[src/per_key_matrix_debouncer_top_defines.svh]
// Assertion macros for the per-key matrix debouncer.
// Included by the top level; no other dependencies.
`ifndef PER_KEY_MATRIX_DEBOUNCER_TOP_DEFINES_SVH
`define PER_KEY_MATRIX_DEBOUNCER_TOP_DEFINES_SVH
`ifndef SYNTHESIS
`define PKMD_ASSERT(lbl, clk, rstn, prop, msg) \
  lbl: assert property (@(posedge clk) disable iff (!(rstn)) (prop)) else $error(msg);
`define PKMD_ASSERT_NEXT(lbl, clk, rstn, pre, post, msg) \
  lbl: assert property (@(posedge clk) disable iff (!(rstn)) (pre) |=> (post)) else $error(msg);
`else
`define PKMD_ASSERT(lbl, clk, rstn, prop, msg)
`define PKMD_ASSERT_NEXT(lbl, clk, rstn, pre, post, msg)
`endif
`endif

[src/pkmd_pkg.sv]
// Shared types and constants for the per-key matrix debouncer.
// No dependencies.
`default_nettype none
package pkmd_pkg;

  localparam int ROW_W   = 3;
  localparam int DATA_W  = 16;
  localparam int CNT_W   = 8;
  localparam int CFG_I_W = 2;

  typedef logic [CFG_I_W-1:0] cfg_idx_t;
  localparam cfg_idx_t CFG_PRESS_IDX   = 2'd0;
  localparam cfg_idx_t CFG_RELEASE_IDX = 2'd1;

  localparam logic [CNT_W-1:0] PRESS_RST   = 8'd2;
  localparam logic [CNT_W-1:0] RELEASE_RST = 8'd3;

  // per-lane control, common to all columns of one transfer
  typedef struct packed {
    logic             we;
    logic             tick;
    logic [CNT_W-1:0] press_checks;
    logic [CNT_W-1:0] rel_checks;
  } lane_ctl_t;

  typedef struct packed {
    logic [ROW_W-1:0]  row_out_index;
    logic [DATA_W-1:0] debounced_row;
  } res_t;

  typedef struct packed {
    logic out_v;
    logic skid_v;
  } buf_stat_t;

endpackage
`default_nettype wire

[src/pkmd_if.sv]
// Valid/ready channel interfaces for scan rows and debounced rows.
// Depends on pkmd_pkg.
`default_nettype none
interface pkmd_in_if;
  logic                       valid;
  logic                       ready;
  logic [pkmd_pkg::ROW_W-1:0]  row_index;
  logic [pkmd_pkg::DATA_W-1:0] raw_row;
  logic                       tick_elapsed;

  modport source (output valid, row_index, raw_row, tick_elapsed, input ready);
  modport sink   (input valid, row_index, raw_row, tick_elapsed, output ready);
endinterface

interface pkmd_out_if;
  logic                       valid;
  logic                       ready;
  logic [pkmd_pkg::ROW_W-1:0]  row_out_index;
  logic [pkmd_pkg::DATA_W-1:0] debounced_row;

  modport source (output valid, row_out_index, debounced_row, input ready);
  modport sink   (input valid, row_out_index, debounced_row, output ready);
endinterface
`default_nettype wire

[src/pkmd_lane.sv]
// One column lane: per-row previous raw bit, debounced bit and countdown.
// Depends on pkmd_pkg.
`default_nettype none
module pkmd_lane #(
  parameter int ROWS = 8,
  parameter int RW   = 3
) (
  input  wire logic               clk,
  input  wire logic               rst_n,
  input  wire pkmd_pkg::lane_ctl_t ctl,
  input  wire logic [RW-1:0]      rsel,
  input  wire logic               raw_bit,
  output logic                    stable_bit
);
  import pkmd_pkg::*;

  logic [ROWS-1:0]  prev_r;
  logic [ROWS-1:0]  stable_r;
  logic [CNT_W-1:0] cnt_r [ROWS];

  logic [CNT_W-1:0] cnt_cur, cnt_dec, cnt_load, cnt_nxt;
  logic             ob, st_nxt;

  always_comb begin
    cnt_cur  = cnt_r[rsel];
    ob       = prev_r[rsel];
    cnt_dec  = cnt_cur - 1'b1;
    cnt_load = raw_bit ? ctl.press_checks : ctl.rel_checks;
    cnt_nxt  = cnt_cur;
    st_nxt   = stable_r[rsel];
    if (cnt_cur != '0) begin
      if (ctl.tick) begin
        if (raw_bit == ob) begin
          cnt_nxt = cnt_dec;
          if (cnt_dec == '0) st_nxt = raw_bit;
        end else begin
          cnt_nxt = cnt_load;
        end
      end
    end else if (raw_bit != ob) begin
      cnt_nxt = cnt_load;
    end
  end

  assign stable_bit = st_nxt;

  always_ff @(posedge clk) begin
    if (!rst_n) begin
      prev_r   <= '0;
      stable_r <= '0;
      for (int r = 0; r < ROWS; r++) cnt_r[r] <= '0;
    end else if (ctl.we) begin
      prev_r[rsel]   <= raw_bit;
      stable_r[rsel] <= st_nxt;
      cnt_r[rsel]    <= cnt_nxt;
    end
  end

endmodule
`default_nettype wire

[src/pkmd_merge.sv]
// Merges lane bits into the result row and buffers it (output register + skid).
// Depends on pkmd_pkg.
`default_nettype none
module pkmd_merge #(
  parameter int COLS = 16
) (
  input  wire logic                        clk,
  input  wire logic                        rst_n,
  input  wire logic                        accept,
  input  wire logic                        row_ok,
  input  wire logic [pkmd_pkg::ROW_W-1:0]  row_index,
  input  wire logic [COLS-1:0]             lane_bits,
  output logic                             in_ready,
  output pkmd_pkg::buf_stat_t              stat,
  output pkmd_pkg::res_t                   out_res,
  output logic                             out_valid,
  input  wire logic                        out_ready
);
  import pkmd_pkg::*;

  logic [DATA_W-1:0] row_bits;
  res_t              res_new;
  res_t              out_r, skid_r;
  logic              out_v_r, skid_v_r;

  for (genvar i = 0; i < DATA_W; i++) begin : g_pack
    if (i < COLS) begin : g_col
      assign row_bits[i] = row_ok & lane_bits[i];
    end else begin : g_pad
      assign row_bits[i] = 1'b0;
    end
  end

  assign res_new.row_out_index = row_index;
  assign res_new.debounced_row = row_bits;

  assign in_ready  = !skid_v_r;
  assign out_valid = out_v_r;
  assign out_res   = out_r;
  assign stat      = '{out_v: out_v_r, skid_v: skid_v_r};

  always_ff @(posedge clk) begin
    if (!rst_n) begin
      out_v_r  <= 1'b0;
      skid_v_r <= 1'b0;
    end else if (!out_v_r || out_ready) begin
      if (skid_v_r) begin
        out_v_r  <= 1'b1;
        skid_v_r <= 1'b0;
      end else begin
        out_v_r <= accept;
      end
    end else if (accept) begin
      skid_v_r <= 1'b1;
    end
  end

  // payload, no reset
  always_ff @(posedge clk) begin
    if (!out_v_r || out_ready) begin
      if (skid_v_r) out_r <= skid_r;
      else if (accept) out_r <= res_new;
    end else if (accept) begin
      skid_r <= res_new;
    end
  end

endmodule
`default_nettype wire

[src/per_key_matrix_debouncer_top.sv]
// Channel    | Dir | Fields                                   | Transfer when
// in_if      | in  | row_index, raw_row, tick_elapsed         | valid && ready
// out_if     | out | row_out_index, debounced_row             | valid && ready
// cfg_*      | in  | cfg_index, cfg_data (press/release)      | cfg_we
//
// One row per cycle while ready is high: all column lanes update their key state for the
// addressed row (when it is below ROWS) in the cycle of the transfer; the result is
// registered into the output register, or into the skid when the output is stalled.
// Reset (synchronous, rst_n low) clears all key state at once, no sweep.
// A stalled output fills a one-entry skid; ready drops only when it is full.
// Depends on pkmd_pkg, pkmd_if, pkmd_lane, pkmd_merge and the defines header.
`default_nettype none
`include "per_key_matrix_debouncer_top_defines.svh"
module per_key_matrix_debouncer_top #(
  parameter int ROWS = 8,
  parameter int COLS = 16
) (
  input  wire logic                        clk,
  input  wire logic                        rst_n,
  pkmd_in_if.sink                          in_if,
  pkmd_out_if.source                       out_if,
  input  wire logic                        cfg_we,
  input  wire logic [pkmd_pkg::CFG_I_W-1:0] cfg_index,
  input  wire logic [pkmd_pkg::CNT_W-1:0]  cfg_data
);
  import pkmd_pkg::*;

  localparam int RW = (ROWS > 1) ? $clog2(ROWS) : 1;

  logic [CNT_W-1:0] press_r, rel_r;
  logic             accept, row_ok, buf_ready;
  logic [RW-1:0]    rsel;
  logic [COLS-1:0]  lane_bits;
  lane_ctl_t        ctl;
  buf_stat_t        stat;
  res_t             out_res;

  always_ff @(posedge clk) begin
    if (!rst_n) begin
      press_r <= PRESS_RST;
      rel_r   <= RELEASE_RST;
    end else if (cfg_we) begin
      case (cfg_index)
        CFG_PRESS_IDX:   press_r <= cfg_data;
        CFG_RELEASE_IDX: rel_r   <= cfg_data;
        default: ;
      endcase
    end
  end

  assign accept = in_if.valid && buf_ready;
  assign row_ok = (32'(in_if.row_index) < ROWS);
  assign rsel   = RW'(in_if.row_index);

  assign ctl.we           = accept && row_ok;
  assign ctl.tick         = in_if.tick_elapsed;
  assign ctl.press_checks = press_r;
  assign ctl.rel_checks   = rel_r;

  for (genvar c = 0; c < COLS; c++) begin : g_lane
    logic raw_bit;
    if (c < DATA_W) begin : g_in
      assign raw_bit = in_if.raw_row[c];
    end else begin : g_zero
      assign raw_bit = 1'b0;
    end
    pkmd_lane #(.ROWS(ROWS), .RW(RW)) u_lane (
      .clk       (clk),
      .rst_n     (rst_n),
      .ctl       (ctl),
      .rsel      (rsel),
      .raw_bit   (raw_bit),
      .stable_bit(lane_bits[c])
    );
  end

  pkmd_merge #(.COLS(COLS)) u_merge (
    .clk      (clk),
    .rst_n    (rst_n),
    .accept   (accept),
    .row_ok   (row_ok),
    .row_index(in_if.row_index),
    .lane_bits(lane_bits),
    .in_ready (buf_ready),
    .stat     (stat),
    .out_res  (out_res),
    .out_valid(out_if.valid),
    .out_ready(out_if.ready)
  );

  assign in_if.ready          = buf_ready;
  assign out_if.row_out_index = out_res.row_out_index;
  assign out_if.debounced_row = out_res.debounced_row;

  `PKMD_ASSERT(a_skid_behind_out, clk, rst_n, !(stat.skid_v && !stat.out_v), "skid full while output empty")
  `PKMD_ASSERT_NEXT(a_stall_fills_skid, clk, rst_n, accept && stat.out_v && !out_if.ready, stat.skid_v, "stalled transfer not held in skid")
  `PKMD_ASSERT_NEXT(a_press_write, clk, rst_n, cfg_we && (cfg_index == CFG_PRESS_IDX), press_r == $past(cfg_data), "press count write lost")

endmodule
`default_nettype wire
[src/flat_wrapper.sv]
// flat-port wrapper written by rule: the top's interface ports become plain ports
module per_key_matrix_debouncer_top_flat import pkmd_pkg::*;
#(
  parameter int ROWS = 8,
  parameter int COLS = 16
)
  (clk, rst_n, cfg_we, cfg_index, cfg_data, in_if_valid, in_if_row_index, in_if_raw_row, in_if_tick_elapsed, in_if_ready, out_if_valid, out_if_row_out_index, out_if_debounced_row, out_if_ready);
  pkmd_in_if in_if_i ();
  pkmd_out_if out_if_i ();
  input  wire logic clk;
  input  wire logic rst_n;
  input  wire logic cfg_we;
  input  wire logic [pkmd_pkg::CFG_I_W-1:0] cfg_index;
  input  wire logic [pkmd_pkg::CNT_W-1:0] cfg_data;
  input wire logic [$bits(in_if_i.valid)-1:0] in_if_valid;
  input wire logic [$bits(in_if_i.row_index)-1:0] in_if_row_index;
  input wire logic [$bits(in_if_i.raw_row)-1:0] in_if_raw_row;
  input wire logic [$bits(in_if_i.tick_elapsed)-1:0] in_if_tick_elapsed;
  output wire logic [$bits(in_if_i.ready)-1:0] in_if_ready;
  output wire logic [$bits(out_if_i.valid)-1:0] out_if_valid;
  output wire logic [$bits(out_if_i.row_out_index)-1:0] out_if_row_out_index;
  output wire logic [$bits(out_if_i.debounced_row)-1:0] out_if_debounced_row;
  input wire logic [$bits(out_if_i.ready)-1:0] out_if_ready;
  assign in_if_i.valid = in_if_valid;
  assign in_if_i.row_index = in_if_row_index;
  assign in_if_i.raw_row = in_if_raw_row;
  assign in_if_i.tick_elapsed = in_if_tick_elapsed;
  assign in_if_ready = in_if_i.ready;
  assign out_if_valid = out_if_i.valid;
  assign out_if_row_out_index = out_if_i.row_out_index;
  assign out_if_debounced_row = out_if_i.debounced_row;
  assign out_if_i.ready = out_if_ready;
  per_key_matrix_debouncer_top #(.ROWS(ROWS), .COLS(COLS)) u_core (.clk(clk), .rst_n(rst_n), .in_if(in_if_i), .out_if(out_if_i), .cfg_we(cfg_we), .cfg_index(cfg_index), .cfg_data(cfg_data));
endmodule
[config.mk]
export PLATFORM = sky130hd
export DESIGN_NAME = per_key_matrix_debouncer_top_flat
export DESIGN_NICKNAME = d
export VERILOG_FILES = /design/src/pkmd_pkg.sv /design/src/pkmd_if.sv /design/src/pkmd_lane.sv /design/src/pkmd_merge.sv /design/src/per_key_matrix_debouncer_top.sv /design/src/flat_wrapper.sv
export VERILOG_INCLUDE_DIRS = /design/src /design/src/src
export SDC_FILE = /design/constraint.sdc
export NUM_CORES = 2
export LEC_CHECK = 0
export BUFFER_PORTS_ARGS = -buffer_cell sky130_fd_sc_hd__buf_2
export CAP_MARGIN = 5
export CORE_MARGIN = 3
export CORE_UTILIZATION = 45
export CTS_CLUSTER_SIZE = 24
export DETAILED_ROUTE_END_ITERATION = 6
export SYNTH_ARGS = -nofsm -noshare
export SYNTH_HDL_FRONTEND = slang
export SYNTH_SLANG_ARGS = --single-unit
[constraint.sdc]
create_clock -name clk -period 5.48 [get_ports clk]
set_clock_uncertainty 0.15 [all_clocks]
set_input_delay 0.274 -clock clk [delete_from_list [all_inputs] [get_ports clk]]
set_output_delay 0.274 -clock clk [all_outputs]
set_load 0.02 [all_outputs]
# Word level (Yosys, flattened, before mapping)

Memories as Yosys holds them, arrays and structs flattened.
Index checks and enable logic that the tools add are counted.

Register bits: 312
Bits in writable memories: 1024
Input bits: 35
Output and inout port bits: 21
Word-level logic and storage cells: 466
Memories kept: 16

$add $sub $neg: 16
$lt $le $gt $ge: 2
Eq/ne operators: 33
Muxes and demuxes: 297
Bitwise gates (word level): 2
Reduce and logical (&&, ||, !) cells: 60

Memories:

| name                           | depth | width | rd ports | clocked after memory_dff | write ports | RTL line        | source |
|---|---|---|---|---|---|---|---|
| u_core.g_lane[0].u_lane.cnt_r  | 8     | 8     | 1        | 0                        | 8           | pkmd_lane.sv:19 | `logic [CNT_W-1:0] cnt_r [ROWS];` |
| u_core.g_lane[10].u_lane.cnt_r | 8     | 8     | 1        | 0                        | 8           | pkmd_lane.sv:19 |  |
| u_core.g_lane[11].u_lane.cnt_r | 8     | 8     | 1        | 0                        | 8           | pkmd_lane.sv:19 |  |
| u_core.g_lane[12].u_lane.cnt_r | 8     | 8     | 1        | 0                        | 8           | pkmd_lane.sv:19 |  |
| u_core.g_lane[13].u_lane.cnt_r | 8     | 8     | 1        | 0                        | 8           | pkmd_lane.sv:19 |  |
| u_core.g_lane[14].u_lane.cnt_r | 8     | 8     | 1        | 0                        | 8           | pkmd_lane.sv:19 |  |
| 10 more memories               | -     | -     | -        | -                        | -           | -               |  |

Operator list:

| operator                                                                             | number |
|---|---|
| 8-bit two-way mux                                                                    | 96 |
| 8-bit bitwise mux                                                                    | 32 |
| 8-bit zero test                                                                      | 16 |
| 8-bit nonzero test                                                                   | 16 |
| 8-bit OR reduction                                                                   | 16 |
| 8-bit by 1-bit subtractor with 8-bit output (second input constant)                  | 16 |
| 1-bit two-way mux                                                                    | 118 |
| 1-bit binary-select mux with 3-bit select                                            | 32 |
| 3-bit two-way mux                                                                    | 16 |
| 19-bit two-way mux                                                                   | 2 |
| 1-bit == test                                                                        | 16 |
| 1-bit inequality test                                                                | 16 |
| 2-bit AND reduction                                                                  | 4 |
| 3-bit by 4-bit less-than comparator with 1-bit output (second input constant)        | 1 |
| 1-bit demux with 3-bit select                                                        | 1 |
| 3-bit by 1-bit greater-or-equal comparator with 1-bit output (second input constant) | 1 |
| 2-bit by 1-bit == test with 1-bit output (second input constant)                     | 1 |
| 1-bit logical AND                                                                    | 2 |
| 1-bit zero test                                                                      | 2 |
| 2-bit zero test                                                                      | 1 |
| 1-bit inverter                                                                       | 2 |
| 2-bit nonzero test                                                                   | 1 |
| 2-bit OR reduction                                                                   | 1 |
| 1-bit logical OR                                                                     | 1 |

# Depth between registers and ports, before layout

An unclocked memory read counts as a cell.

Word-level depth: 9
Mapped depth: 22

# Modules after synthesis

A second synthesis with hierarchy kept.

Cell total of the unflattened synthesis: 6158
Area total of the unflattened synthesis: 69275.2 µm²

By module, submodules not included:

| module                                   | instances | cells each | area an instance (µm²) | sequential area each (µm²) |
|---|---|---|---|---|
| pkmd_lane (u_core.g_lane[15].u_lane ...) | 10        | 368        | 4105.2                 | 2242.2 |
| pkmd_lane (u_core.g_lane[10].u_lane ...) | 3         | 394        | 4339.2                 | 2242.2 |
| pkmd_lane (u_core.g_lane[0].u_lane ...)  | 3         | 381        | 4309.1                 | 2242.2 |
| pkmd_merge                               | 1         | 87         | 1626.6                 | 1181.1 |
| per_key_matrix_debouncer_top             | 1         | 66         | 651.9                  | 320.3 |

# Worst setup path after synthesis

Ideal clock, no wire load.

Path type: input to register
From: input in_if_row_index[1]
To: memory u_core.g_lane[0].u_lane.cnt_r[6][0] (enable)
Library setup time: 480 ps
Arrival time: 5061 ps
Slack: -211 ps
Stages on the path: 16
Path buffers: 12
Cells stage by stage: buf_6 buf_8 buf_6 buf_6 buf_6 buf_6 buf_4 buf_2 buf_2 buf_4 buf_2 nand2_1 nor2_1 nor2_1 clkbuf_1 inv_1

RTL lines:

| element     | RTL line           | source |
|---|---|---|
| from (decl) | flat_wrapper.sv:16 | `input wire logic [$bits(in_if_i.row_index)-1:0] in_if_row_index;` |
| to (decl)   | pkmd_lane.sv:19    |  |

# Worst setup path after layout

From: input in_if_row_index[0]
To: register u_core.u_merge.out_r, in the netlist u_core.u_merge.out_res[11], data pin

Cells in the longest elaborated chain, start to end: 9
Elaborated cells between the ends (all ways): 15

RTL lines:

| element                                     | RTL line         | source |
|---|---|---|
| memory read 8 x 8 bit                       | -                |  |
| 8-bit by 1-bit subtractor with 8-bit output | pkmd_lane.sv:27  | `cnt_dec = cnt_cur - 1'b1;` |
| 8-bit zero test                             | pkmd_lane.sv:35  | `if (cnt_dec == '0) st_nxt = raw_bit;` |
| 1-bit two-way mux                           | pkmd_lane.sv:35  |  |
| 1-bit two-way mux                           | pkmd_lane.sv:33  | `if (raw_bit == ob) begin` |
| 1-bit two-way mux                           | pkmd_lane.sv:32  | `if (ctl.tick) begin` |
| 1-bit two-way mux (*)                       | pkmd_lane.sv:31  | `if (cnt_cur != '0) begin` |
| 19-bit two-way mux (*)                      | pkmd_merge.sv:62 | `else if (accept) out_r <= res_new;` |
| 19-bit two-way mux (*)                      | pkmd_merge.sv:61 | `if (skid_v_r) out_r <= skid_r;` |
| to (signal assigned)                        | pkmd_merge.sv:61 |  |
| to (signal assigned)                        | pkmd_merge.sv:62 |  |
| to (decl)                                   | pkmd_merge.sv:23 | `res_t out_r, skid_r;` |

Mark *: on every way between the ends. The rest lies on a longest branch, timed or not. The select of a mux whose other input is x is not followed.
A chain may end at the register's enable or synchronous reset.

==> impl_results.md <==
- Status: finished clean
- Worst r2r src: u_core.g_lane[11].u_lane.cnt_r[3][4]$_SDFFCE_PN0P_
- Dpl cell area: between 0.06 and 0.07 mm^2
- Crit path launch type: input pin
- DRT Pass-1 Iters: 6
- Vias in the first global route: around 47000
- Final setup viols: 0
- IO Pins: 56
- Clock Power Share: between 30% and 40%
- Leak: 0.02628 uW
- Port buffer count: between 50 and 60
- WP data arrival: roughly 5500 ps
- Launch point of the worst path: in_if_row_index[0]
- RSZ-0062 raised after global routing: no
- DR iter-0 viols: 5872
- Vias/cell: approximately 6.4
- Hold Vio Cnt, Final: 0
- Crit-path most repeated cell: mux2i_1
- Number of remaining DRC errors: 0
- Number of synthesized flops with an enable pin: about 1100
- Max VDD drop: between 0.15 and 0.2 mV
- Remaining Overflow, GRT: 0
- Combinational Power Share: a little over an eighth
- P per Cell Area: 331.0 mW/mm^2
- Net count after synthesis: 5709
- Slew Limit Headroom: a little under a fifth
- Initial core utilization: 45.49%
- Area occupied by multi-input gates: 0.02602 mm^2
- Layout Nets: around 5700
- Largest net degree at the start of global routing: 100
- Gate Count Post-Synth: between 5000 and 6000
- Avg Cell Area, Syn: between 10 and 15 um^2
- Core ar.: roughly 0.14 mm^2
- Sequential share of power: 47.5%
- Post-detail-place hpwl: between 100000 and 150000 um
- Clock tree root buffer cell: clkbuf_16
- Slew @ Worst Pin: 1218 ps
- Crit share post-route: a little over nine tenths
- H-Tree Depth: 4
- Die Y: just under 400 um
- Most frequent cells in the layout: nor2_1 (1240), edfxtp_1 (1062), nand2_1 (421)
- Post-synth top area share: between 40% and 50%
- Area leader, netlist: edfxtp_1
- FP Rows: roughly 140
- Setup TNS Final: 0 ps
- Syn. warnings: 0
- Hold_sp: cfg_data[2]
- Post-layout min period: a little over 5000 ps
- Count of cell types in the netlist: about 120
- Post-DRT Antenna Nets: 0
- Initial antenna violation count: 7
- Fillcell total: approximately 13000
- Switching pwr: ~6300 uW
- CP Capture Type: flip-flop
- First-pass GRT wire length: 319600 um
- P_int: roughly 18000 uW
- Design Area, Final: roughly 0.073 mm^2
- Synth top area cells: edfxtp_1 (49%), dfxtp_1 (8.4%), nor2_1 (7.1%)
- # resized after CTS: 0
- Reg area: ~0.037 mm^2
- Tot GR Track Use: roughly 28%
- Area of the mapped netlist: between 0.06 and 0.07 mm^2
- Layout cells sized above 1: 15.34%
- Required time worst endpoint: between 5000 and 6000 ps
- Switching Share: 26.22%
- Clk_lat worst skew: ~800 ps
- FFs w/ async S/R, synth: 0%
- Via count: 48700
- Routed wire per std cell: 28.43 um
- CTS clk-pin slew, worst paths: ~60 ps
- Final Wtd Congestion: slightly below 0.9
- Die width: a little under 400 um
- Maximum fanout along the worst path: 38
- Synth Flop Type: edfxtp_1
- Seq/Total Area, Yosys: about 57%
- CTS Sinks: about 1300
- DRT Wirelength: around 220000 um
- Flops & latches, synth: between 1000 and 1500
- Class of the tightest hold or removal check: input pin to flip-flop
- Commonest non-fill, non-tap cell in the layout: nor2_1
- Clock tree buffer depth: 3
- CTS Buf Count: between 100 and 150
- Cell Chain, Critical Path: dlygate4sd3_1 > buf_8 > clkinv_2 > buf_12 > mux4_2 > mux2i_1 > nor4_1 > xnor2_1 > nand2_1 > a211oi_1 > buf_4 > mux2i_1 > o21ai_0
- Max Cap Violations: 0
- Slew Viols, Final: 0
- Max Clk Rate: 192.9 MHz
- WS Path Type: input pin to flip-flop
- Slowest stage delay, CP: ~780 ps
- Area Growth Syn to Fin: 11.52%
- DIE AREA: between 0.15 and 0.2 mm^2
- CTS tree: built
- Critical Path Slowest Stage Cell: clkinv_2
-- worst paths after layout --
| path | endpoint | slack, ps | depth (start not counted) |
|---|---|---|---|
| min reg2reg | u_core.g_lane[7].u_lane.stable_r[7]$_SDFFE_PN0P_ | 300 | 2 |
| min | u_core.rel_r[2]$_SDFFE_PN0P_ | 120 | 4 |
| max | u_core.u_merge.out_res[11]$_DFFE_PP_ | 300 | 13 |
| max reg2reg | u_core.u_merge.out_res[11]$_DFFE_PP_ | 1190 | 9 |
-- registers in the layout (all words and copies together) (netlist names) --
name / flops
u_core.g_lane.u_lane.stable_r: 128
u_core.press_r: 8
u_core.u_merge.out_valid: 1
u_core.u_merge.out_res: 19
u_core.rel_r: 8
u_core.g_lane.u_lane.cnt_r: 1024
u_core.g_lane.u_lane.prev_r: 128
u_core.u_merge.skid_v_r: 1
u_core.u_merge.skid_r: 19
-- per-layer routing --
| metal | GRT usage (%) | vias up | wire [um] |
|---|---|---|---|
| met4 | 9.781 | 0 | 7351 |
| met2 | 44.59 | 2615 | 98880 |
| met5 | 0 | - | 0 |
| li1 | - | 20940 | - |
| met1 | 39.56 | 24670 | 89890 |
| met3 | 5.745 | 475 | 21380 |
-- per-stage QoR --
| stage | util [%] | total power, uW | setup WS (ps) | hold WS [ps] | cells |
|---|---|---|---|---|---|
| after floorplan | - | 13790 | 107.6 | 185.9 | 5626 |
| after global placement | 47.38 | 14800 | 126.6 | 279.1 | 7363 |
| after detailed placement | 47.38 | 14840 | 163.4 | 289.8 | 7363 |
| after CTS | 50.73 | 24270 | 381.1 | 79.58 | 7648 |
| after global routing | 50.73 | 24980 | 68.65 | 112.8 | 7648 |
| final | 50.73 | 24210 | 297.2 | 122.0 | 7650 |
-- cells in the mapped netlist, drive strengths merged, types with 16 or more instances --
library cell,number
a211oi,29
a21o,24
a21oi,109
a221o,38
a221oi,94
a22o,155
a22oi,83
a31oi,26
and2,44
and3,26
buf,182
clkbuf,244
dfxtp,274
edfxtp,1062
ha,48
inv,82
mux2,78
mux2i,254
mux4,210
nand2,429
nand2b,26
nand3,81
nand4,17
nor2,1248
nor2b,18
nor3,66
o21ai,301
o22ai,69
o31ai,28
or2,23
xnor2,32
xor2,16
-- final cells by class --
cell class / instances / share of cell area, %
Antenna cell: 2 / 0.006842
Timing Repair Buffer: 292 / 3.402
Inverter: 83 / 0.4926
Clock inverter: 51 / 0.6312
Tap cell: 1903 / 3.255
Clock buffer: 202 / 5.537
Sequential cell: 1336 / 51.11
Multi-Input combinational cell: 3781 / 35.57
-- logic make-up (layout without fill, tap and decap cells) --
family,count (synthesis),in the layout,synth area share (%)
DFF,1336,1336,56.98
and+or+nand+nor,2058,2058,13.31
AOI/OAI and AO/OA,1085,1085,11.83
muxes,542,542,12.59
xor gates and xnor gates,48,48,0.6409
buffers and inverters,509,628,3.737
other,0,2,0
adders and majority gates,48,48,0.9156
-- power by group through the flow --
stage          clock network (uW)  registers, uW  logic, uW
6_report                     9510          11500       3190
5_1_grt                     10000          11500       3420
4_1_cts                      9610          11500       3150
3_5_place_dp                    0          11700       3120
3_3_place_gp                    0          11700       3090
2_1_floorplan                   0          11700       2110
-- repair_timing --
item	CTS	global route
hold buffers	32	0
setup buffers	0	0
hold endpoints to repair	174	0
-- critical path: cells and delay by family --
family / cells / cell delay [ps]
multiplexers: 3 / 1350
buffers and inverters: 5 / 2380
AND/OR/NAND/NOR: 2 / 250
XOR/XNOR: 1 / 230
AO/OA/AOI/OAI: 2 / 940
No activity file was read; power rests on OpenSTA's default activity.
